### src/hdl/x86e_ram.sv
// ----------------------------------------------------------------------------
// x86e_ram
// single port synchronous ram, registered read
// ----------------------------------------------------------------------------
module x86e_ram #(
    parameter int WIDTH = 8,
    parameter int DEPTH = 256
) (
    input  logic                     i_clk,
    input  logic                     i_we,
    input  logic                     i_re,
    input  logic [$clog2(DEPTH)-1:0] i_addr,
    input  logic [WIDTH-1:0]         i_wdata,
    output logic [WIDTH-1:0]         o_rdata
);
    logic [WIDTH-1:0] r_mem [DEPTH];
    logic [WIDTH-1:0] r_rdata;

    always_ff @(posedge i_clk) begin
        if (i_we) begin
            r_mem[i_addr] <= i_wdata;
        end
        if (i_re) begin
            r_rdata <= r_mem[i_addr];
        end
    end

    assign o_rdata = r_rdata;
endmodule

### config.mk
export PLATFORM = sky130hd
export DESIGN_NAME = x86e_ram
export DESIGN_NICKNAME = d
export VERILOG_FILES = /design/src/hdl/x86e_ram.sv
export SDC_FILE = /design/constraint.sdc
export NUM_CORES = 2
export LEC_CHECK = 0
export BUFFER_PORTS_ARGS = -buffer_cell sky130_fd_sc_hd__clkbuf_2
export CAP_MARGIN = 25
export CORE_ASPECT_RATIO = 0.6
export CORE_MARGIN = 3
export CORE_UTILIZATION = 55
export DETAILED_ROUTE_END_ITERATION = 10
export GPL_TIMING_DRIVEN = 0
export PLACE_DENSITY = 0.73
export SLEW_MARGIN = 15
export SYNTH_ARGS = -nofsm -noshare
export SYNTH_HDL_FRONTEND = slang
export SYNTH_SLANG_ARGS = --single-unit
### constraint.sdc
create_clock -name i_clk -period 2.92 [get_ports i_clk]
set_input_delay 0.292 -clock i_clk [delete_from_list [all_inputs] [get_ports i_clk]]
set_output_delay 0.292 -clock i_clk [all_outputs]
set_load 0.02 [all_outputs]
==> impl_metrics.py <==
metrics = {
    "layout": {
        "layout-drive-gt1-share_pct": 30.26,
        "stdcell_area_mm2": 0.08904,
        "areaGrowthSynthToFinish_pct": 13.32,
        "fillers": 9130,
        "final_util_pct": 63.33,
        "layout_commonest_cell": "edfxtp_1",
        "fin_nets": 3818,
        "final_cell_mix": "2056 x edfxtp_1, 512 x mux4_2, 247 x a22oi_1, 180 x clkbuf_16, 116 x clkbuf_1",
    },
    "critical_path": {
        "crit_fanout": 10,
        "cp.required_ns": 3.38,
        "crit_arrival_ns": 3.62,
        "path_cells": "buf_2, buf_4, clkbuf_2, mux4_2, a22oi_1, a21oi_1, o41ai_2, nand4_1",
        "cp-start-kind": "primary input",
        "cp_slowest_cell": "o41ai_2",
        "r2r_start": "r_mem[46][0]$_DFFE_PP_",
        "path_class": "in -> reg",
        "crit_start": "i_addr[1]",
        "slowest_delay_ns": 0.69,
        "worstPathBufferInverterCount": 3,
        "endpoint_kind": "register",
        "path_delay_family": "compound AO/OA/AOI/OAI gates",
    },
    "placed_design": {
        "gp_congestion": 1.048,
        "dpl_worst_slack_ns": -2.291,
        "portBuffers": 22,
        "place_area_mm2": 0.08196,
        "dp_hpwl_mm": 141.2,
    },
    "pwr": {
        "power_leakage_nw": 26.78,
        "vdd_ir_drop_max_v": 0.0005092,
        "power_density_mw_per_mm2": 661.5,
    },
    "drt": {
        "wl_per_cell_um": 36.95,
        "vias": 40870,
        "avgViaCountPerCell": 7.003,
        "drtAntennaViolNets": 0,
        "drcViolationCount": 0,
        "drtPass1Iterations": 7,
        "routed_wl_mm": 215.7,
        "drtIter0Drc": 8019,
    },
    "cts": {
        "root_buffer": "clkbuf_16",
        "postCtsSetupRepairBufs": 0,
        "cts_tree": "yes",
        "cts.sinks": 2056,
        "clock_path_buffers": 3,
        "numCtsBuffers": 171,
        "clk_latency_ns": 0.80,
        "clk_pin_slew_ns": 0.07,
        "cts.htree.levels": 4,
    },
    "floorplanning": {
        "row_count": 106,
        "die_h_um": 298.8,
        "start_util_pct": 55.89,
        "die_w_um": 494.0,
        "coreArea_mm2": 0.1406,
        "dieArea_mm2": 0.1476,
        "io_pins": 27,
    },
    "logic_synthesis": {
        "ys_ff_latch": 2056,
        "syn_inst": 3547,
        "yosysSeqAreaShare_pct": 78.58,
        "syn_area_mm2": 0.07857,
        "synth_top_area_share_pct": 78.58,
        "avgSynthCellArea_um2": 22.15,
        "synth_top_area_cell": "edfxtp_1",
        "syn-num-nets": 3566,
        "synth_warnings": 0,
        "ys_types": 21,
        "ys_top_cells_by_area": "edfxtp_1 79%, mux4_2 15%, a22oi_1 2.4%, nor2_1 1.1%, a21oi_1 0.82%",
    },
    "grt": {
        "grt_pass1_vias": 39170,
        "grt_usage_pct": 29.39,
        "grt_start_max_net_pins": 125,
        "overflow": 0,
        "grt_pass1_wl_mm": 300.9,
        "antenna_found_initial": 3,
    },
    "timing": {
        "tightest_slew_ns": 1.181,
        "layout_min_cycle_time_ns": 3.160,
        "max_freq_mhz": 316.5,
        "worst_hold_slack_ns": 0.02761,
        "timing.final.crit_share_pct": 108.2,
        "rsz0062_at_grt": "true",
        "setup_violations": 312,
        "clock_skew_ns": 0.02732,
        "hold_violations": 0,
        "slew_headroom_pct": 21.26,
        "setup_ws_ns": -0.2396,
        "slew_violations": 0,
    },
    "hold_path": {
        "hp-start": "i_wdata[6]",
        "hold_class": "in -> reg",
    },
    "status": {
        "outcome": "finished, violations left",
        "failed_checks": "setup timing",
    },
    "flow_run": {
        "maxCapViolations": 0,
    },
}
==> Yosys cell counts, drive strengths merged <==
library cell,n
a21oi,128
a22oi,256
and2,3
buf,87
clkbuf,145
edfxtp,2056
inv,1
mux4,512
nand2,28
nand2b,6
nand3,13
nand4,8
nor2,232
nor2b,7
nor3,30
o41ai,32
or2,2
or3,1
==> per-stage QoR <==
step	setup TNS [ns]	total power, mW	cells
6_report	-17.87	58.89	5837
3_3_place_gp	-8202.74	36.20	5459
2_1_floorplan	0	34.65	3547
4_1_cts	-0.005281	58.78	5828
3_5_place_dp	-2885.92	36.19	5506
5_1_grt	-0.6150	60.24	5835
==> worst register-to-register path, cell delays in order, from the launching register on <==
cell      delay [ns]
edfxtp_1        0.39
mux4_2          0.49
a22oi_1         0.50
a21oi_1         0.39
o41ai_2         0.69
nand4_1         0.34
==> layout make-up <==
| class | count | area [µm²] | area share [%] |
|---|---|---|---|
| inverters | 1 | 3.754 | 0.004216 |
| repair buffers | 79 | 1052 | 1.182 |
| diodes | 4 | 10.01 | 0.01124 |
| clock buffers | 206 | 4602 | 5.169 |
| multi-input cells | 1258 | 17070 | 19.17 |
| plain buffers | 232 | 1265 | 1.421 |
| clock inverters | 111 | 927.1 | 1.041 |
| flip-flops and latches | 2056 | 61740 | 69.34 |
| well taps | 1890 | 2365 | 2.656 |
==> sequential cells by signal, indices dropped and copies added, names as in the netlist <==
name and cells:
o_rdata 8, r_mem 2048
==> timing repair <==
action,4_1_cts,5_1_grt
pin swaps,1,0
resized for setup,330,85
hold buffers,5,0
hold endpoints to repair,130,0
endpoints found under the setup margin,1800,519
gates cloned,0,0
==> power by group <==
part           switching (mW)  internal, mW  total, mW
logic                    2.23          1.02       3.25
clock network            10.6          12.5       23.1
registers              0.0181          32.5       32.5
total                    12.9          46.0       58.9
==> metal layers <==
layer	up-vias	track usage, %	share of wire (%)
met5	-	0	0.17
met4	4	9.805	3.4
met3	460	14.96	18
met2	3478	36.82	40
met1	21300	44.38	38
li1	15630	-	-
==> worst paths after layout <==
check                            endpoint  slack (ns)  cells past startpoint
hold / removal    r_mem[228][6]$_DFFE_PP_        0.03                      1
setup / recovery     o_rdata[0]$_DFFE_PP_       -0.24                      8
hold reg to reg      o_rdata[2]$_DFFE_PP_        1.21                      5
setup reg to reg     o_rdata[0]$_DFFE_PP_       -0.21                      5
==> kinds of logic (layout without fill, tap and decap cells) <==
kind of cell	count (synthesis)	count (layout)	synth area share (%)
buf+inv	233	629	1.400
other cells	0	4	0
mux	512	512	14.68
simple gates	330	330	1.731
compound gates	416	416	3.618
flops	2056	2056	78.58
Power figures use the tool's default switching activity.
